## config.mk

```make
export PLATFORM = sky130hd
export DESIGN_NAME = j1939_engine_frame_decoder
export DESIGN_NICKNAME = d
export VERILOG_FILES = /design/src/design/jefd_pkg.sv /design/src/design/j1939_engine_frame_decoder.sv /design/src/design/jefd_front.sv /design/src/design/jefd_cmd_queue.sv /design/src/design/jefd_back.sv /design/src/design/jefd_result_queue.sv
export VERILOG_INCLUDE_DIRS = /design/src /design/src/design
export SDC_FILE = /design/constraint.sdc
export NUM_CORES = 1
export LEC_CHECK = 0
export ABC_AREA = 0
export BUFFER_PORTS_ARGS = -buffer_cell sky130_fd_sc_hd__buf_4
export CAP_MARGIN = 10
export CORE_MARGIN = 2
export CORE_UTILIZATION = 56
export DETAILED_ROUTE_END_ITERATION = 8
export MAX_ROUTING_LAYER = met4
export PLACE_DENSITY = 0.77
export SYNTH_ARGS = -nofsm -noshare
export SYNTH_HDL_FRONTEND = slang
export SYNTH_HIERARCHICAL = 1
export SYNTH_SLANG_ARGS = --single-unit
```

## constraint.sdc

```tcl
create_clock -name clk -period 11 [get_ports clk]
set_input_delay 1.1 -clock clk [delete_from_list [all_inputs] [get_ports clk]]
set_output_delay 1.1 -clock clk [all_outputs]
set_load 0.05 [all_outputs]
```

## src/design/j1939_engine_frame_decoder_defines.svh

```systemverilog
// ----------------------------------------------------------------------------
// J1939 engine frame decoder assertion macros
// Concurrent check wrappers on clk and rst; empty bodies when SYNTH is set.
// ----------------------------------------------------------------------------
`ifndef J1939_ENGINE_FRAME_DECODER_DEFINES_SVH
`define J1939_ENGINE_FRAME_DECODER_DEFINES_SVH

`ifndef SYNTH
// same-cycle implication
`define JEFD_ASSERT_SAME(label, pre, post, msg) \
  label: assert property (@(posedge clk) disable iff (rst) (pre) |-> (post)) else $error(msg);
// next-cycle implication
`define JEFD_ASSERT_NEXT(label, pre, post, msg) \
  label: assert property (@(posedge clk) disable iff (rst) (pre) |=> (post)) else $error(msg);
`else
`define JEFD_ASSERT_SAME(label, pre, post, msg)
`define JEFD_ASSERT_NEXT(label, pre, post, msg)
`endif

`endif

```

## src/design/jefd_pkg.sv

```systemverilog
// ----------------------------------------------------------------------------
// J1939 engine frame decoder package
// Shared types, codes and reset values for the decoder front, queues and back.
// ----------------------------------------------------------------------------
package jefd_pkg;

  // queue depths
  localparam int CMD_DEPTH_DEF = 2;
  localparam int RES_DEPTH_DEF = 4;

  // configuration register indexes
  localparam int CFG_IDX_W = 3;
  localparam logic [CFG_IDX_W-1:0] REG_PGN_ENGINE_CTRL     = 3'd0;
  localparam logic [CFG_IDX_W-1:0] REG_PGN_ENGINE_TEMP     = 3'd1;
  localparam logic [CFG_IDX_W-1:0] REG_PGN_FLUID_PRESS     = 3'd2;
  localparam logic [CFG_IDX_W-1:0] REG_PGN_DIAG_ACTIVE     = 3'd3;
  localparam logic [CFG_IDX_W-1:0] REG_PGN_VEHICLE_POWER   = 3'd4;
  localparam logic [CFG_IDX_W-1:0] REG_PGN_ENGINE_HOURS    = 3'd5;
  localparam logic [CFG_IDX_W-1:0] REG_SPEED_STEP_LIMIT    = 3'd6;
  localparam logic [CFG_IDX_W-1:0] REG_OIL_TEMP_STEP_LIMIT = 3'd7;

  // register reset values
  localparam logic [15:0] PGN_ENGINE_CTRL_RST     = 16'd61444;
  localparam logic [15:0] PGN_ENGINE_TEMP_RST     = 16'd65262;
  localparam logic [15:0] PGN_FLUID_PRESS_RST     = 16'd65263;
  localparam logic [15:0] PGN_DIAG_ACTIVE_RST     = 16'd65226;
  localparam logic [15:0] PGN_VEHICLE_POWER_RST   = 16'd65271;
  localparam logic [15:0] PGN_ENGINE_HOURS_RST    = 16'd65253;
  localparam logic [15:0] SPEED_STEP_LIMIT_RST    = 16'(750 * 8);
  localparam logic [15:0] OIL_TEMP_STEP_LIMIT_RST = 16'(5 * 32);

  // PDU2 frames start at this PF
  localparam logic [7:0] PF_PDU2_MIN = 8'd240;

  // result kinds
  localparam logic KIND_SENSOR = 1'b0;
  localparam logic KIND_CODE   = 1'b1;

  // sensor identifiers
  localparam logic [2:0] SID_SPEED    = 3'd0;
  localparam logic [2:0] SID_COOLANT  = 3'd1;
  localparam logic [2:0] SID_OIL_TEMP = 3'd2;
  localparam logic [2:0] SID_OIL_PRES = 3'd3;
  localparam logic [2:0] SID_BATTERY  = 3'd4;
  localparam logic [2:0] SID_HOURS    = 3'd5;

  // frame classes decided by the front
  typedef enum logic [2:0] {
    OP_SPEED,
    OP_TEMP,
    OP_PRESS,
    OP_DIAG,
    OP_POWER,
    OP_HOURS
  } op_t;

  // matched frame waiting for the back
  typedef struct packed {
    op_t        op;
    logic [7:0] b5;
    logic [7:0] b4;
    logic [7:0] b3;
    logic [7:0] b2;
    logic [7:0] b1;
    logic [7:0] b0;
  } cmd_t;

  // one result item
  typedef struct packed {
    logic        kind;
    logic [2:0]  sensor_id;
    logic [31:0] reading;
    logic [18:0] fault_spn;
    logic [4:0]  fault_fmi;
    logic [6:0]  fault_count;
    logic        fault_seen;
    logic        last;
  } res_t;

  // PGN match registers
  typedef struct packed {
    logic [15:0] engine_ctrl;
    logic [15:0] engine_temp;
    logic [15:0] fluid_press;
    logic [15:0] diag_active;
    logic [15:0] vehicle_power;
    logic [15:0] engine_hours;
  } pgn_cfg_t;

  // step limit registers
  typedef struct packed {
    logic [15:0] speed;
    logic [15:0] oil_temp;
  } limit_cfg_t;

  // up to two results written by the back in one cycle
  typedef struct packed {
    logic [1:0] n;
    res_t       first;
    res_t       second;
  } res_push_t;

  // command queue status
  typedef struct packed {
    logic full;
    logic nonempty;
  } cq_status_t;

  // result queue status
  typedef struct packed {
    logic room_two;
    logic nonempty;
  } rq_status_t;

endpackage

```

## src/design/j1939_engine_frame_decoder.sv

```systemverilog
// ----------------------------------------------------------------------------
// J1939 engine frame decoder
// Matches extended CAN frames to engine PGNs and reports changed readings
// and active trouble codes through a result queue.
// ----------------------------------------------------------------------------
// A frame is taken in every cycle while full is low. The front classifies it
// in the cycle it arrives and parks it in a command queue; the back executes
// one command per cycle while the result queue has room for two items, and a
// result is visible once registered in the result queue. Results leave one
// per cycle while pop is high, so an engine temperature frame that changes
// both coolant and oil temperature gives two items; that output port sets
// the sustained rate when such frames follow each other. Frames whose PGN
// matches no register are accepted and produce nothing. The configuration
// port is always ready and must only be written while idle.
// ----------------------------------------------------------------------------
`include "j1939_engine_frame_decoder_defines.svh"

module j1939_engine_frame_decoder #(
  parameter int CMD_DEPTH = jefd_pkg::CMD_DEPTH_DEF,
  parameter int RES_DEPTH = jefd_pkg::RES_DEPTH_DEF
) (
  input  logic                           clk,
  input  logic                           rst,
  // frame input
  input  logic                           push,
  output logic                           full,
  input  logic [28:0]                    frame_id,
  input  logic [7:0]                     byte0,
  input  logic [7:0]                     byte1,
  input  logic [7:0]                     byte2,
  input  logic [7:0]                     byte3,
  input  logic [7:0]                     byte4,
  input  logic [7:0]                     byte5,
  input  logic [7:0]                     byte6,
  input  logic [7:0]                     byte7,
  // result output
  output logic                           empty,
  input  logic                           pop,
  output logic                           kind,
  output logic [2:0]                     sensor_id,
  output logic [31:0]                    reading,
  output logic [18:0]                    fault_spn,
  output logic [4:0]                     fault_fmi,
  output logic [6:0]                     fault_count,
  output logic                           fault_seen,
  output logic                           last,
  // configuration write
  input  logic                           cfg_valid,
  output logic                           cfg_ready,
  input  logic [jefd_pkg::CFG_IDX_W-1:0] cfg_index,
  input  logic [15:0]                    cfg_data
);

  jefd_pkg::pgn_cfg_t   pgn_cfg;
  jefd_pkg::limit_cfg_t limits;
  jefd_pkg::cmd_t       front_cmd;
  jefd_pkg::cmd_t       cmd_head;
  jefd_pkg::cq_status_t cq_status;
  jefd_pkg::rq_status_t rq_status;
  jefd_pkg::res_push_t  res_push;
  jefd_pkg::res_t       res_head;
  logic                 in_accept;
  logic                 q_push;
  logic                 cmd_pop;
  logic                 out_accept;

  // handshakes
  assign cfg_ready  = 1'b1;
  assign full       = cq_status.full;
  assign in_accept  = push && !cq_status.full;
  assign empty      = !rq_status.nonempty;
  assign out_accept = pop && rq_status.nonempty;

  // configuration registers
  always_ff @(posedge clk) begin
    if (rst) begin
      pgn_cfg.engine_ctrl   <= jefd_pkg::PGN_ENGINE_CTRL_RST;
      pgn_cfg.engine_temp   <= jefd_pkg::PGN_ENGINE_TEMP_RST;
      pgn_cfg.fluid_press   <= jefd_pkg::PGN_FLUID_PRESS_RST;
      pgn_cfg.diag_active   <= jefd_pkg::PGN_DIAG_ACTIVE_RST;
      pgn_cfg.vehicle_power <= jefd_pkg::PGN_VEHICLE_POWER_RST;
      pgn_cfg.engine_hours  <= jefd_pkg::PGN_ENGINE_HOURS_RST;
      limits.speed          <= jefd_pkg::SPEED_STEP_LIMIT_RST;
      limits.oil_temp       <= jefd_pkg::OIL_TEMP_STEP_LIMIT_RST;
    end else if (cfg_valid && cfg_ready) begin
      unique case (cfg_index)
        jefd_pkg::REG_PGN_ENGINE_CTRL:     pgn_cfg.engine_ctrl   <= cfg_data;
        jefd_pkg::REG_PGN_ENGINE_TEMP:     pgn_cfg.engine_temp   <= cfg_data;
        jefd_pkg::REG_PGN_FLUID_PRESS:     pgn_cfg.fluid_press   <= cfg_data;
        jefd_pkg::REG_PGN_DIAG_ACTIVE:     pgn_cfg.diag_active   <= cfg_data;
        jefd_pkg::REG_PGN_VEHICLE_POWER:   pgn_cfg.vehicle_power <= cfg_data;
        jefd_pkg::REG_PGN_ENGINE_HOURS:    pgn_cfg.engine_hours  <= cfg_data;
        jefd_pkg::REG_SPEED_STEP_LIMIT:    limits.speed          <= cfg_data;
        jefd_pkg::REG_OIL_TEMP_STEP_LIMIT: limits.oil_temp       <= cfg_data;
        default: begin
        end
      endcase
    end
  end

  // classify incoming frames
  jefd_front u_front (
    .accept   (in_accept),
    .frame_id (frame_id),
    .byte0    (byte0),
    .byte1    (byte1),
    .byte2    (byte2),
    .byte3    (byte3),
    .byte4    (byte4),
    .byte5    (byte5),
    .pgn_cfg  (pgn_cfg),
    .q_push   (q_push),
    .cmd      (front_cmd)
  );

  // hold classified frames
  jefd_cmd_queue #(
    .DEPTH (CMD_DEPTH)
  ) u_cmd_queue (
    .clk    (clk),
    .rst    (rst),
    .push   (q_push),
    .wdata  (front_cmd),
    .pop    (cmd_pop),
    .rdata  (cmd_head),
    .status (cq_status)
  );

  // execute commands
  jefd_back u_back (
    .clk       (clk),
    .rst       (rst),
    .cmd_valid (cq_status.nonempty),
    .cmd       (cmd_head),
    .room_two  (rq_status.room_two),
    .limits    (limits),
    .cmd_pop   (cmd_pop),
    .res_push  (res_push)
  );

  // hold result items
  jefd_result_queue #(
    .DEPTH (RES_DEPTH)
  ) u_result_queue (
    .clk      (clk),
    .rst      (rst),
    .res_push (res_push),
    .pop      (out_accept),
    .head     (res_head),
    .status   (rq_status)
  );

  // drive result ports
  assign kind        = res_head.kind;
  assign sensor_id   = res_head.sensor_id;
  assign reading     = res_head.reading;
  assign fault_spn   = res_head.fault_spn;
  assign fault_fmi   = res_head.fault_fmi;
  assign fault_count = res_head.fault_count;
  assign fault_seen  = res_head.fault_seen;
  assign last        = res_head.last;

  // checks
  `JEFD_ASSERT_SAME(a_diag_one_result, cmd_pop && cmd_head.op == jefd_pkg::OP_DIAG, res_push.n == 2'd1, "diagnostic command did not give exactly one item")
  `JEFD_ASSERT_NEXT(a_push_shows_item, res_push.n != 2'd0, !empty, "result queue empty after a push")
  `JEFD_ASSERT_SAME(a_seen_with_spn, !empty && kind == jefd_pkg::KIND_CODE && fault_spn != 19'd0, fault_seen, "nonzero SPN shown without seen flag")

endmodule

```

## src/design/jefd_front.sv

```systemverilog
// ----------------------------------------------------------------------------
// J1939 frame classifier
// Forms the PGN from the identifier and matches it against the PGN registers.
// ----------------------------------------------------------------------------
module jefd_front (
  input  logic               accept,
  input  logic [28:0]        frame_id,
  input  logic [7:0]         byte0,
  input  logic [7:0]         byte1,
  input  logic [7:0]         byte2,
  input  logic [7:0]         byte3,
  input  logic [7:0]         byte4,
  input  logic [7:0]         byte5,
  input  jefd_pkg::pgn_cfg_t pgn_cfg,
  output logic               q_push,
  output jefd_pkg::cmd_t     cmd
);

  logic [7:0]  pf;
  logic [7:0]  ps;
  logic [15:0] pgn;
  logic        hit;

  // form the PGN; PDU1 frames drop the PS byte
  assign pf  = frame_id[23:16];
  assign ps  = frame_id[15:8];
  assign pgn = (pf < jefd_pkg::PF_PDU2_MIN) ? {pf, 8'h00} : {pf, ps};

  // match in register order, first hit wins
  always_comb begin
    hit    = 1'b1;
    cmd.op = jefd_pkg::OP_SPEED;
    if (pgn == pgn_cfg.engine_ctrl) begin
      cmd.op = jefd_pkg::OP_SPEED;
    end else if (pgn == pgn_cfg.engine_temp) begin
      cmd.op = jefd_pkg::OP_TEMP;
    end else if (pgn == pgn_cfg.fluid_press) begin
      cmd.op = jefd_pkg::OP_PRESS;
    end else if (pgn == pgn_cfg.diag_active) begin
      cmd.op = jefd_pkg::OP_DIAG;
    end else if (pgn == pgn_cfg.vehicle_power) begin
      cmd.op = jefd_pkg::OP_POWER;
    end else if (pgn == pgn_cfg.engine_hours) begin
      cmd.op = jefd_pkg::OP_HOURS;
    end else begin
      hit = 1'b0;
    end
  end

  // carry the payload bytes the back needs
  assign cmd.b0 = byte0;
  assign cmd.b1 = byte1;
  assign cmd.b2 = byte2;
  assign cmd.b3 = byte3;
  assign cmd.b4 = byte4;
  assign cmd.b5 = byte5;

  // drop unmatched frames here
  assign q_push = accept && hit;

endmodule

```

## src/design/jefd_cmd_queue.sv

```systemverilog
// ----------------------------------------------------------------------------
// J1939 decoder command queue
// Short FIFO of classified frames between the front and the back.
// ----------------------------------------------------------------------------
module jefd_cmd_queue #(
  parameter int DEPTH = jefd_pkg::CMD_DEPTH_DEF
) (
  input  logic                 clk,
  input  logic                 rst,
  input  logic                 push,
  input  jefd_pkg::cmd_t       wdata,
  input  logic                 pop,
  output jefd_pkg::cmd_t       rdata,
  output jefd_pkg::cq_status_t status
);

  localparam int PTR_W = (DEPTH > 1) ? $clog2(DEPTH) : 1;
  localparam int CNT_W = $clog2(DEPTH + 1);

  jefd_pkg::cmd_t   mem [DEPTH];
  logic [PTR_W-1:0] wr_ptr;
  logic [PTR_W-1:0] rd_ptr;
  logic [CNT_W-1:0] count;

  function automatic logic [PTR_W-1:0] ptr_inc(input logic [PTR_W-1:0] p);
    ptr_inc = (p == PTR_W'(DEPTH - 1)) ? '0 : p + 1'b1;
  endfunction

  assign status.full     = (count == CNT_W'(DEPTH));
  assign status.nonempty = (count != '0);
  assign rdata           = mem[rd_ptr];

  // store pushed items
  always_ff @(posedge clk) begin
    if (push) begin
      mem[wr_ptr] <= wdata;
    end
  end

  // advance pointers and fill count
  always_ff @(posedge clk) begin
    if (rst) begin
      wr_ptr <= '0;
      rd_ptr <= '0;
      count  <= '0;
    end else begin
      if (push) begin
        wr_ptr <= ptr_inc(wr_ptr);
      end
      if (pop) begin
        rd_ptr <= ptr_inc(rd_ptr);
      end
      count <= count + CNT_W'(push) - CNT_W'(pop);
    end
  end

endmodule

```

## src/design/jefd_back.sv

```systemverilog
// ----------------------------------------------------------------------------
// J1939 decoder executor
// Checks readings against stored values and step limits, builds results.
// ----------------------------------------------------------------------------
module jefd_back (
  input  logic                 clk,
  input  logic                 rst,
  input  logic                 cmd_valid,
  input  jefd_pkg::cmd_t       cmd,
  input  logic                 room_two,
  input  jefd_pkg::limit_cfg_t limits,
  output logic                 cmd_pop,
  output jefd_pkg::res_push_t  res_push
);

  // stored readings
  logic [15:0] speed;
  logic [7:0]  coolant;
  logic [15:0] oil_temp;
  logic [7:0]  oil_pres;
  logic [15:0] battery;
  logic [31:0] hours;
  logic        fault_flag;

  logic        go;
  logic [15:0] v_speed;
  logic [15:0] v_oil;
  logic [15:0] v_batt;
  logic [31:0] v_hours;
  logic        ok_speed;
  logic        ok_cool;
  logic        ok_oil;
  logic        ok_pres;
  logic        ok_batt;
  logic        ok_hours;
  logic [18:0] spn;
  logic        seen_next;

  function automatic logic [15:0] abs_diff(input logic [15:0] a, input logic [15:0] b);
    abs_diff = (a > b) ? a - b : b - a;
  endfunction

  function automatic jefd_pkg::res_t sensor_res(input logic [2:0] sid,
                                                input logic [31:0] value,
                                                input logic fin);
    jefd_pkg::res_t r;
    r           = '0;
    r.kind      = jefd_pkg::KIND_SENSOR;
    r.sensor_id = sid;
    r.reading   = value;
    r.last      = fin;
    return r;
  endfunction

  // take a command only when two result slots are free
  assign go      = cmd_valid && room_two;
  assign cmd_pop = go;

  // extract little-endian readings
  assign v_speed = {cmd.b4, cmd.b3};
  assign v_oil   = {cmd.b3, cmd.b2};
  assign v_batt  = {cmd.b5, cmd.b4};
  assign v_hours = {cmd.b3, cmd.b2, cmd.b1, cmd.b0};

  // change and step checks
  assign ok_speed = (v_speed != speed) && (abs_diff(v_speed, speed) < limits.speed);
  assign ok_cool  = (cmd.b0 != coolant);
  assign ok_oil   = (v_oil != oil_temp) && (abs_diff(v_oil, oil_temp) < limits.oil_temp);
  assign ok_pres  = (cmd.b3 != oil_pres);
  assign ok_batt  = (v_batt != battery);
  assign ok_hours = (v_hours != hours);

  // trouble code fields; byte 3 and byte 2 overlap in bits 11 and 12
  assign spn       = {cmd.b3, 11'h000} | {6'h00, cmd.b2, 5'h00} | {16'h0000, cmd.b4[7:5]};
  assign seen_next = fault_flag || (spn != '0);

  // build results for this command
  always_comb begin
    res_push = '0;
    if (go) begin
      unique case (cmd.op)
        jefd_pkg::OP_SPEED: begin
          if (ok_speed) begin
            res_push.n     = 2'd1;
            res_push.first = sensor_res(jefd_pkg::SID_SPEED, {16'h0000, v_speed}, 1'b1);
          end
        end
        jefd_pkg::OP_TEMP: begin
          if (ok_cool && ok_oil) begin
            res_push.n      = 2'd2;
            res_push.first  = sensor_res(jefd_pkg::SID_COOLANT, {24'h000000, cmd.b0}, 1'b0);
            res_push.second = sensor_res(jefd_pkg::SID_OIL_TEMP, {16'h0000, v_oil}, 1'b1);
          end else if (ok_cool) begin
            res_push.n     = 2'd1;
            res_push.first = sensor_res(jefd_pkg::SID_COOLANT, {24'h000000, cmd.b0}, 1'b1);
          end else if (ok_oil) begin
            res_push.n     = 2'd1;
            res_push.first = sensor_res(jefd_pkg::SID_OIL_TEMP, {16'h0000, v_oil}, 1'b1);
          end
        end
        jefd_pkg::OP_PRESS: begin
          if (ok_pres) begin
            res_push.n     = 2'd1;
            res_push.first = sensor_res(jefd_pkg::SID_OIL_PRES, {24'h000000, cmd.b3}, 1'b1);
          end
        end
        jefd_pkg::OP_DIAG: begin
          res_push.n                 = 2'd1;
          res_push.first.kind        = jefd_pkg::KIND_CODE;
          res_push.first.fault_spn   = spn;
          res_push.first.fault_fmi   = cmd.b4[4:0];
          res_push.first.fault_count = cmd.b5[6:0];
          res_push.first.fault_seen  = seen_next;
          res_push.first.last        = 1'b1;
        end
        jefd_pkg::OP_POWER: begin
          if (ok_batt) begin
            res_push.n     = 2'd1;
            res_push.first = sensor_res(jefd_pkg::SID_BATTERY, {16'h0000, v_batt}, 1'b1);
          end
        end
        jefd_pkg::OP_HOURS: begin
          if (ok_hours) begin
            res_push.n     = 2'd1;
            res_push.first = sensor_res(jefd_pkg::SID_HOURS, v_hours, 1'b1);
          end
        end
        default: begin
          res_push = '0;
        end
      endcase
    end
  end

  // update stored readings and the sticky fault flag
  always_ff @(posedge clk) begin
    if (rst) begin
      speed      <= '0;
      coolant    <= '0;
      oil_temp   <= '0;
      oil_pres   <= '0;
      battery    <= '0;
      hours      <= '0;
      fault_flag <= 1'b0;
    end else if (go) begin
      if (cmd.op == jefd_pkg::OP_SPEED && ok_speed) begin
        speed <= v_speed;
      end
      if (cmd.op == jefd_pkg::OP_TEMP && ok_cool) begin
        coolant <= cmd.b0;
      end
      if (cmd.op == jefd_pkg::OP_TEMP && ok_oil) begin
        oil_temp <= v_oil;
      end
      if (cmd.op == jefd_pkg::OP_PRESS && ok_pres) begin
        oil_pres <= cmd.b3;
      end
      if (cmd.op == jefd_pkg::OP_POWER && ok_batt) begin
        battery <= v_batt;
      end
      if (cmd.op == jefd_pkg::OP_HOURS && ok_hours) begin
        hours <= v_hours;
      end
      if (cmd.op == jefd_pkg::OP_DIAG) begin
        fault_flag <= seen_next;
      end
    end
  end

endmodule

```

## src/design/jefd_result_queue.sv

```systemverilog
// ----------------------------------------------------------------------------
// J1939 decoder result queue
// FIFO of result items; takes up to two items per cycle, gives one.
// ----------------------------------------------------------------------------
module jefd_result_queue #(
  parameter int DEPTH = jefd_pkg::RES_DEPTH_DEF
) (
  input  logic                 clk,
  input  logic                 rst,
  input  jefd_pkg::res_push_t  res_push,
  input  logic                 pop,
  output jefd_pkg::res_t       head,
  output jefd_pkg::rq_status_t status
);

  localparam int PTR_W = (DEPTH > 1) ? $clog2(DEPTH) : 1;
  localparam int CNT_W = $clog2(DEPTH + 1);

  jefd_pkg::res_t   mem [DEPTH];
  logic [PTR_W-1:0] wr_ptr;
  logic [PTR_W-1:0] wr_ptr_b;
  logic [PTR_W-1:0] rd_ptr;
  logic [CNT_W-1:0] count;

  function automatic logic [PTR_W-1:0] ptr_inc(input logic [PTR_W-1:0] p);
    ptr_inc = (p == PTR_W'(DEPTH - 1)) ? '0 : p + 1'b1;
  endfunction

  assign wr_ptr_b        = ptr_inc(wr_ptr);
  assign head            = mem[rd_ptr];
  assign status.nonempty = (count != '0);
  assign status.room_two = (count <= CNT_W'(DEPTH - 2));

  // store one or two items
  always_ff @(posedge clk) begin
    if (res_push.n != 2'd0) begin
      mem[wr_ptr] <= res_push.first;
    end
    if (res_push.n == 2'd2) begin
      mem[wr_ptr_b] <= res_push.second;
    end
  end

  // advance pointers and fill count
  always_ff @(posedge clk) begin
    if (rst) begin
      wr_ptr <= '0;
      rd_ptr <= '0;
      count  <= '0;
    end else begin
      if (res_push.n == 2'd1) begin
        wr_ptr <= wr_ptr_b;
      end else if (res_push.n == 2'd2) begin
        wr_ptr <= ptr_inc(wr_ptr_b);
      end
      if (pop) begin
        rd_ptr <= ptr_inc(rd_ptr);
      end
      count <= count + CNT_W'(res_push.n) - CNT_W'(pop);
    end
  end

endmodule

```

==> run_results.csv, run 1 <==
group,metric,value,unit
final_layout,multiInputGateArea,15900,um^2
clock_tree,cts.sinks,617,
global_routing,grt-ovfl-total,0,
clock_tree,path_clk_slew,60,ps
final_layout,antenna_cells,0,
critical_path,crit_path_max_fanout,38,
power,power_leakage,14.5,nW
detailed_routing,drc,0,
detailed_routing,wl_per_cell,22.8,um
power,power.density,177,nW/um^2
timing,setup_violations,0,
placement,portBuffers,158,
clock_tree,post-cts-setup-buffer-count,0,
floorplan,die_w,250,um
timing,rsz0062_at_grt,"no",
yosys,netlist_area,33900,um^2
placement,post-dp-hpwl,56800,um
global_routing,grtUsageTotal,27.4,%
clock_tree,h-tree-depth,3,
yosys,synth-seq-cells,617,
final_layout,fillers,4641,
status,status,"finished clean",
detailed_routing,via_per_inst,5.94,
final_layout,final_util,61.6,%
detailed_routing,drt_pass1_iterations,6,
yosys,yosysTopAreaCell,"edfxtp_1",
critical_path,cp.required,11350,ps
floorplan,rows,90,
yosys,async_reset_ff_share,0,%
clock_tree,numCtsBuffers,66,
floorplan,core_area,60100,um^2
timing,hold_slack,470,ps
final_layout,finalInstanceArea,37000,um^2
timing,tns,0,ps
timing,maxClockFrequency,108,MHz
power,vdd_drop_max,0.135,mV
timing,period_share,84.6,%
timing,slew_headroom,23.2,%
clock_tree,clockBufferDepth,3,
clock_tree,cts_tree,"done",
floorplan,die-area,62600,um^2
timing,skew,27.4,ps
floorplan,io_pins,189,
final_layout,nets,3080,
detailed_routing,initialDrtViolationCount,1955,
critical_path,cp-end-kind,"register",
timing,worst_slew_pin_slew,1150,ps
floorplan,die_height,250,um
min_path,hold_path_class,"reg -> reg",
global_routing,antenna_found_initial,0,
yosys,yosys_warnings,6,
critical_path,start_kind,"register",
clock_tree,root_buffer,"clkbuf_16",
global_routing,grt_pass1_wl,129000,um
yosys,ys_seq_area_share,47.5,%
detailed_routing,num_vias,21900,
yosys,postSynthAreaPerCell,12.0,um^2
job,drv_cap,0,
final_layout,drive_gt1_share,25.0,%
yosys,ys_top_cells_by_area,"edfxtp_1, dfxtp_1, mux2_2, mux2i_1, mux4_2",
timing,drv_slew,0,
clock_tree,cts_hold_buf,0,
final_layout,area_growth,9.07,%
timing,setup_slack,1700,ps
yosys,synth-edff-count,378,
global_routing,grt_max_degree,110,
clock_tree,cts_resized,0,
critical_path,critPathKind,"reg -> reg",
floorplan,initial_utilization,56.4,%
placement,gp_congestion,0.905,
timing,finalCriticalPeriod,9300,ps
yosys,ys_dominant_reg_cell,"edfxtp_1",
global_routing,grt_pass1_vias,22100,
yosys,synth_cell_types,88,
placement,place_ws,1820,ps
detailed_routing,wl,83900,um
detailed_routing,ant_nets,0,
clock_tree,insertion_delay,620,ps
yosys,synth_top_area_share,33.4,%
timing,hold_viol_final,0,
final_layout,finalNonFillerCells,3684,
power,power,6.56,mW
yosys,synthCells,2820,
critical_path,cp.arrival,9650,ps
final_layout,seq_area,16100,um^2
placement,dp_cells,3564,
placement,place_area,34900,um^2
-- area by class of cell --
class	count	share of cell area [%]
clock inverter	28	0.784
timing repair buffer	182	3.84
inverter	120	1.22
multi-input combinational	1863	42.9
sequential	617	43.6
tap	782	2.64
clock buffer	92	4.98
-- state kept, by name, summed over array words and instances, names as in the netlist, named ones only --
name / cells
limits: 32
pgn_cfg: 96
u_back/battery: 16
u_back/coolant: 8
u_back/fault_flag: 1
u_back/hours: 32
u_back/oil_pres: 8
u_back/oil_temp: 16
u_back/speed: 16
u_cmd_queue/count: 2
u_cmd_queue/mem: 102
u_cmd_queue/rd_ptr: 1
u_cmd_queue/wr_ptr: 1
u_result_queue/count: 3
u_result_queue/mem: 276
u_result_queue/rd_ptr: 2
u_result_queue/wr_ptr: 2
-- cell usage after synthesis (all sizes together), types with 7 or more instances --
master / count
xnor2: 111
nand2: 101
nand2b: 70
a22oi: 8
a221o: 11
xor2: 78
nand4: 38
a211oi: 8
a221oi: 12
ha: 108
o21ai: 36
buf: 206
mux2i: 181
mux2: 334
inv: 120
dfxtp: 239
o211ai: 10
and2: 28
a31oi: 11
nand3: 31
or2: 7
a21oi: 127
nor2b: 15
nor4: 25
clkbuf: 66
o21a: 8
mux4: 69
nor2: 254
edfxtp: 378
nor3: 16
a21o: 42
and3: 8
-- logic make-up (layout without fill, tap and decap cells) --
| logic type | Yosys count | count (layout) | synth area share [%] |
|---|---|---|---|
| xor gates and xnor gates | 191 | 191 | 5.03 |
| AOI/OAI and AO/OA | 304 | 304 | 5.83 |
| other | 2 | 54 | 0.0221 |
| buffers and inverters | 392 | 422 | 6.57 |
| DFF | 617 | 617 | 47.5 |
| and+or+nand+nor | 617 | 617 | 9.17 |
| adders and majority gates | 113 | 113 | 4.28 |
| muxes | 584 | 584 | 21.6 |
-- power breakdown --
group	switching, mW	total [mW]	leakage, nW	internal [mW]
clock	0.921	2.20	1.03	1.28
combinational	1.10	1.78	8.14	0.678
sequential	0.0676	2.58	5.33	2.52
total	2.09	6.56	14.5	4.47
-- final timing paths --
path / start / end / slack [ps] / cells after the start
max: register / u_result_queue/mem[1][38] / 1700 / 25
min: u_back/battery[2] / u_back/battery[2] / 470 / 2
max reg2reg: register / u_result_queue/mem[1][38] / 1700 / 25
min reg2reg: u_back/battery[2] / u_back/battery[2] / 470 / 2
-- routing by layer --
layer  share of wire, %  vias up  track usage [%]
li1                   -    10100                -
met1                 42    10800             36.0
met2                 48      834             43.5
met3                7.5      157             4.39
met4                2.6        0             9.08
met5                  0        -                -
-- critical path, cell delays in order (launching register included) --
cell     delay [ps]
dfxtp_4         770
buf_4           450
mux2_4          460
ha_1            460
nand4_2         290
or4_1           770
nand2_4         260
mux2_1          360
a21oi_1         180
xnor2_1         110
ha_1            310
nand4_1          90
nor2_1          110
o21ai_0          90
a31oi_1         630
nor2_1          190
ha_1            320
inv_1            50
o21ai_0          70
a21o_1          190
a31oi_1         680
inv_1           170
ha_1            390
nand2_4         510
buf_4           630
mux2_2          420
-- layout by cell type, fill, tap and decap left out, drive strengths merged, types with 11 or more instances in the layout --
| cell | Yosys | routed |
|---|---|---|
| and2 | 28 | 28 |
| edfxtp | 378 | 378 |
| nand2b | 70 | 70 |
| nand3 | 31 | 31 |
| nor2 | 254 | 254 |
| ha | 108 | 108 |
| a221oi | 12 | 12 |
| a221o | 11 | 11 |
| mux2i | 181 | 181 |
| xnor2 | 111 | 111 |
| o21ai | 36 | 36 |
| nor2b | 15 | 15 |
| nand2 | 101 | 101 |
| dfxtp | 239 | 239 |
| a31oi | 11 | 11 |
| clkbuf | 66 | 92 |
| mux4 | 69 | 69 |
| inv | 120 | 122 |
| conb | 2 | 54 |
| mux2 | 334 | 334 |
| clkinv | 0 | 18 |
| nand4 | 38 | 38 |
| a21oi | 127 | 127 |
| a21o | 42 | 42 |
| nor4 | 25 | 25 |
| xor2 | 78 | 78 |
| buf | 206 | 182 |
| nor3 | 16 | 16 |
Power figures use the tool's default switching activity.
==> run 2, diff against run 1 <==
--- a/config.mk
+++ b/config.mk
@@ -10,10 +10,10 @@
 export BUFFER_PORTS_ARGS = -buffer_cell sky130_fd_sc_hd__buf_4
 export CAP_MARGIN = 10
 export CORE_MARGIN = 2
-export CORE_UTILIZATION = 56
+export CORE_UTILIZATION = 62
 export DETAILED_ROUTE_END_ITERATION = 8
 export MAX_ROUTING_LAYER = met4
-export PLACE_DENSITY = 0.77
+export PLACE_DENSITY = 0.81
 export SYNTH_ARGS = -nofsm -noshare
 export SYNTH_HDL_FRONTEND = slang
 export SYNTH_HIERARCHICAL = 1
==> constraint.sdc (replaced) <==
create_clock -name clk -period 8.8 [get_ports clk]
set_input_delay 0.88 -clock clk [delete_from_list [all_inputs] [get_ports clk]]
set_output_delay 0.88 -clock clk [all_outputs]
set_load 0.05 [all_outputs]
==> run 2 against run 1 <==
Worst hold slack worse by 11 ps. Sequential cell count stayed put. Combinational power is 26% higher. Worst setup slack worse by 1200 ps. Critical path depth is 3 higher. Non-clock buffer count is 26 higher. Cell count is 1.7% lower. Highest routed layer unchanged. Routed wire length is 0.10% lower. Sequential share of layout area is 0.14 points lower. Global-route usage is 2.9 points higher. Largest cell class unchanged.
==> run_results.csv, run 2 (synthesis results as in run 1) <==
group,metric,value,unit
detailed_routing,wl_per_cell,23.1,um
clock_tree,numCtsBuffers,67,
detailed_routing,drc,0,
timing,drv_slew,0,
clock_tree,cts.sinks,617,
clock_tree,cts_hold_buf,0,
final_layout,fillers,3759,
critical_path,slowest_delay,680,ps
placement,dp_cells,3504,
power,power,8.23,mW
clock_tree,h-tree-depth,3,
floorplan,die_height,238,um
final_layout,antenna_cells,0,
clock_tree,clockBufferDepth,3,
global_routing,grt_max_degree,147,
detailed_routing,ant_nets,0,
timing,period_share,94.3,%
detailed_routing,wl,83800,um
status,status,"finished clean",
placement,portBuffers,158,
timing,skew,28.5,ps
timing,setup_violations,0,
critical_path,crit_path_max_fanout,32,
critical_path,critPathSlowestCell,"a31oi_1",
global_routing,antenna_found_initial,0,
critical_path,rr_worst_depth,28,
detailed_routing,via_per_inst,6.10,
critical_path,cp.required,9270,ps
critical_path,cp-end-kind,"register",
clock_tree,cts_resized,0,
timing,rsz0062_at_grt,"no",
critical_path,regToRegSetupSlack,500,ps
floorplan,io_pins,189,
power,power.density,222,nW/um^2
detailed_routing,drt_pass1_iterations,5,
final_layout,finalNonFillerCells,3623,
global_routing,grtUsageTotal,30.2,%
clock_tree,root_buffer,"clkbuf_16",
global_routing,grt_pass1_wl,128000,um
critical_path,rr_endpoint,"u_result_queue/mem[2][15]",
clock_tree,path_clk_slew,60,ps
detailed_routing,num_vias,22100,
final_layout,area_growth,9.43,%
placement,gp_congestion,0.928,
min_path,whs_endpoint,"u_cmd_queue/mem[0][33]",
power,power_leakage,14.7,nW
clock_tree,post-cts-setup-buffer-count,0,
final_layout,final_common_cell,"edfxtp_1",
min_path,hp-start,"byte4[1]",
timing,slew_headroom,24.0,%
floorplan,core_area,53900,um^2
min_path,hold_path_class,"in -> reg",
global_routing,grt_pass1_vias,22200,
power,vdd_drop_max,0.184,mV
detailed_routing,initialDrtViolationCount,2073,
timing,maxClockFrequency,120,MHz
floorplan,rows,85,
timing,worst_slew_pin_slew,1130,ps
final_layout,nets,3107,
placement,post-dp-hpwl,57300,um
min_path,worstHoldPathCells,1,
critical_path,path_common_cell,"ha_1",
job,drv_cap,0,
final_layout,final_cell_mix,"edfxtp_1, mux2_2, nor2_1",
floorplan,die_w,238,um
floorplan,die-area,56600,um^2
final_layout,regMostFlops,"u_result_queue/mem",
global_routing,grt-ovfl-total,0,
timing,hold_viol_final,0,
floorplan,initial_utilization,62.9,%
final_layout,largest_reg_flops,276,
final_layout,reg_top3,"u_result_queue/mem: 276 flops, u_cmd_queue/mem: 102 flops, pgn_cfg: 96 flops",
critical_path,start_kind,"register",
clock_tree,insertion_delay,610,ps
critical_path,cp.arrival,8770,ps
timing,finalCriticalPeriod,8300,ps
final_layout,drive_gt1_share,25.7,%
critical_path,critPathKind,"reg -> reg",
clock_tree,cts_tree,"done",
run 2: cell type report:
type,instances,area [um^2],area share (%)
repair buffers,208,1650,4.45
flip-flops and latches,617,16100,43.5
inverters,120,450,1.21
clock inverters,22,216,0.583
multi-input cells,1863,15900,42.8
clock buffers,97,1910,5.15
well taps,696,871,2.34
run 2: worst max-delay path by stage:
stage,start,endpoint,slack (ps)
floorplan,register,u_result_queue/mem[3][0],-240
global placement,register,u_result_queue/mem[1][68],790
detailed placement,register,u_result_queue/mem[1][68],690
CTS,register,u_result_queue/mem[2][15],600
global route,register,u_result_queue/mem[2][13],30
finish,register,u_result_queue/mem[2][15],500
run 2: stage by stage:
step	hold slack, ps	setup TNS, ps	worst slack (ps)	util [%]	cell area, um^2
6_report	459	0	498	68.9	37100
2_1_floorplan	436	-65230	-236	-	34100
3_5_place_dp	459	0	689	64.9	35000
4_1_cts	436	0	596	68.9	37100
5_1_grt	457	0	27.9	68.9	37100
3_3_place_gp	448	0	786	64.9	35000
run 2: worst max-delay path, delay by kind of cell (launching register included):
kind	cells	cell delay, ps
adders and majority gates	4	1370
DFF	1	670
xor gates and xnor gates	1	100
AOI/OAI and AO/OA	10	2860
and+or+nand+nor	6	1410
buffers and inverters	5	1070
muxes	2	620
run 2: power breakdown:
part / internal, mW / total [mW] / switching, mW
sequential: 3.14 / 3.22 / 0.0721
clock: 1.63 / 2.76 / 1.14
combinational: 0.865 / 2.25 / 1.39
run 2: layer usage:
layer  global-route usage (%)  vias to the layer above  part of all wire [%]
li1                         -                    10100                     -
met1                     40.1                    10900                    42
met2                     48.2                      920                    48
met3                     4.23                      162                   7.5
met4                     10.3                        0                   2.8
met5                        -                        -                     0
==> run 3, diff against run 2 <==
--- a/config.mk
+++ b/config.mk
@@ -6,14 +6,15 @@
 export SDC_FILE = /design/constraint.sdc
 export NUM_CORES = 1
 export LEC_CHECK = 0
-export ABC_AREA = 0
+export ABC_AREA = 1
 export BUFFER_PORTS_ARGS = -buffer_cell sky130_fd_sc_hd__buf_4
 export CAP_MARGIN = 10
 export CORE_MARGIN = 2
-export CORE_UTILIZATION = 62
+export CORE_UTILIZATION = 64
+export CTS_BUF_LIST = sky130_fd_sc_hd__clkbuf_4
 export DETAILED_ROUTE_END_ITERATION = 8
 export MAX_ROUTING_LAYER = met4
-export PLACE_DENSITY = 0.81
+export PLACE_DENSITY = 0.83
 export SYNTH_ARGS = -nofsm -noshare
 export SYNTH_HDL_FRONTEND = slang
 export SYNTH_HIERARCHICAL = 1
==> run 3 against run 2 <==
Synthesized cell count grew 51%. First-iteration DRC count increased by 60%. Synthesized area rose by 3.3%. Sequential cell count did not move. Clock power fell by 7%. Final area grew 3.0%. Fmax grew 9.1%. Global-route usage up 3.4 points. Register-to-register slack improved by 690 ps. Combinational power grew 54%. Critical path type unchanged. Largest cell class unchanged. Highest routed layer unchanged.
==> run_results.csv, run 3 <==
group,metric,value,unit
status,status,"finished clean",
timing,setup_violations,0,
yosys,yosys_warnings,6,
global_routing,grt_pass1_wl,144000,um
yosys,ys_seq_area_share,46.0,%
detailed_routing,dr_wl_met2,43500,um
final_layout,drive_gt1_share,13.1,%
power,vdd_drop_max,0.149,mV
yosys,synth_top_area_share,32.4,%
clock_tree,numCtsBuffers,158,
power,power,9.41,mW
yosys,synth_cell_types,57,
min_path,hold_path_class,"in -> reg",
clock_tree,cts.sinks,617,
final_layout,final_common_cell,"nand2_1",
clock_tree,path_clk_slew,70,ps
final_layout,reg_top3,"u_result_queue/mem: 276 flops, u_cmd_queue/mem: 102 flops, pgn_cfg: 96 flops",
detailed_routing,met1Wirelength,36400,um
critical_path,rr_worst_depth,29,
timing,worst_slew_pin_slew,1240,ps
detailed_routing,wl_per_cell,17.7,um
yosys,yosysTopAreaCell,"edfxtp_1",
critical_path,critPathKind,"reg -> reg",
yosys,async_reset_ff_share,0,%
placement,place_ws,1400,ps
final_layout,finalNonFillerCells,5236,
timing,hold_slack,115,ps
yosys,synth-seq-cells,617,
critical_path,start_kind,"register",
floorplan,die-area,56700,um^2
final_layout,final_cell_mix,"nand2_1, o21ai_0, nor2_1",
critical_path,slowest_delay,780,ps
critical_path,cp.arrival,8320,ps
yosys,netlist_area,35100,um^2
power,power_leakage,15.6,nW
critical_path,critPathSlowestCell,"buf_4",
clock_tree,cts_tree,"done",
floorplan,rows,85,
detailed_routing,num_vias,29600,
final_layout,nets,4639,
final_layout,regMostFlops,"u_result_queue/mem",
detailed_routing,wl_met3,9480,um
placement,dp_cells,4896,
timing,maxClockFrequency,131,MHz
global_routing,grtUsageTotal,33.7,%
floorplan,io_pins,189,
clock_tree,post-cts-setup-buffer-count,0,
min_path,hp-start,"cfg_data[0]",
clock_tree,clockBufferDepth,3,
global_routing,antenna_found_initial,7,
placement,gp_congestion,0.999,
global_routing,grt-ovfl-total,0,
detailed_routing,wl,92900,um
placement,portBuffers,158,
placement,post-dp-hpwl,61200,um
yosys,ys_top_cells_by_area,"edfxtp_1, dfxtp_1, nand2_1, o21ai_0, nor2_1",
yosys,synthCells,4268,
yosys,ys_dominant_reg_cell,"edfxtp_1",
timing,finalCriticalPeriod,7610,ps
final_layout,final_util,70.8,%
yosys,postSynthAreaPerCell,8.21,um^2
job,drv_cap,0,
timing,skew,85.2,ps
timing,slew_headroom,17.2,%
final_layout,largest_reg_flops,276,
detailed_routing,initialDrtViolationCount,3310,
yosys,yosysMostFrequentCell,"nand2_1",
timing,rsz0062_at_grt,"no",
floorplan,initial_utilization,64.9,%
timing,drv_slew,0,
critical_path,crit_path_max_fanout,88,
detailed_routing,top_layer,"met4",
critical_path,cp-end-kind,"register",
floorplan,die_height,238,um
final_layout,area_growth,9.17,%
yosys,synth-edff-count,378,
yosys,synthTopCellsByCount,"nand2_1, o21ai_0, nor2_1, inv_1, edfxtp_1",
timing,setup_slack,1190,ps
clock_tree,h-tree-depth,4,
critical_path,path_common_cell,"nand2_1",
detailed_routing,via_per_inst,5.65,
clock_tree,insertion_delay,1040,ps
clock_tree,root_buffer,"clkbuf_4",
power,power.density,246,nW/um^2
global_routing,grt_pass1_vias,27500,
floorplan,core_area,54000,um^2
detailed_routing,ant_nets,0,
timing,period_share,86.5,%
detailed_routing,drc,0,
floorplan,die_w,238,um
min_path,worstHoldPathCells,3,
timing,hold_viol_final,0,
critical_path,cp.required,9510,ps
global_routing,grt_max_degree,139,
detailed_routing,drt_pass1_iterations,6,
## run 3: changes by cell type in the layout (fill, tap and decap cells not counted), moves of 60 or more
cell       before  now
clkbuf_4        0  228
nor2_1        252  434
nand2_1        88  986
nand3_1        31  210
nand2b_1       70    0
mux2i_1       181    0
inv_1         120  418
o21ai_0        24  466
clkbuf_16      70    0
o21ai_1         8   68
mux4_2         69    0
o22ai_1         0   69
mux2_2        282    1
## run 3: area by class of cell
class | count | area, um^2
repair buffers | 239 | 1950
clock buffers | 228 | 1710
inverters | 437 | 1650
flip-flops and latches | 617 | 16100
fillers | 4097 | 15800
well taps | 696 | 871
clock inverters | 54 | 397
multi-input cells | 2956 | 15500
diodes | 9 | 22.5
## run 3: final timing paths
path,to,slack (ps)
setup reg to reg,u_result_queue/mem[3][36],1190
hold reg to reg,u_back/battery[5],460
hold / removal,pgn_cfg[48],120
setup / recovery,u_result_queue/mem[3][36],1190
## run 3: worst max-delay path, delay by kind of cell (launching register included)
kind	cells	cell delay [ps]
AO/OA/AOI/OAI	9	1750
adder cells (fa/ha/maj)	4	1190
buffers and inverters	7	1810
flip-flops	1	700
multiplexers	1	450
AND/OR/NAND/NOR	8	1300
## run 3: cell families (layout without fill, tap and decap cells)
group	Yosys count	after routing	synth area share [%]
mux	51	51	2.17
compound gates	818	818	12.3
other cells	2	63	0.0214
xor+xnor	155	155	3.89
flops	617	617	46.0
buf+inv	747	958	10.5
simple gates	1765	1765	21.0
fa+ha+maj	113	113	4.14
## run 3: metrics by stage
step	setup TNS [ps]	instance area [um^2]
finish	0	38300
global placement	0	35600
floorplan	-325230	35300
CTS	0	38200
global route	0	38300
detailed placement	0	35600
## run 3: power by group
group	leakage [nW]	internal, mW	total (mW)	switching (mW)
Combinational	9.21	1.03	3.47	2.44
Clock	1.24	1.37	2.58	1.20
Sequential	5.17	3.26	3.36	0.102
## run 3: layer usage
layer / vias to the layer above / global-route usage (%)
li1: 14200 / -
met2: 1560 / 53.0
met4: 0 / 14.7
met3: 281 / 7.30
met5: - / -
met1: 13500 / 42.1
## run 3: timing repair
item	CTS	global route
resized for setup	0	0
endpoints found under the hold margin	97	0
hold buffers	49	0
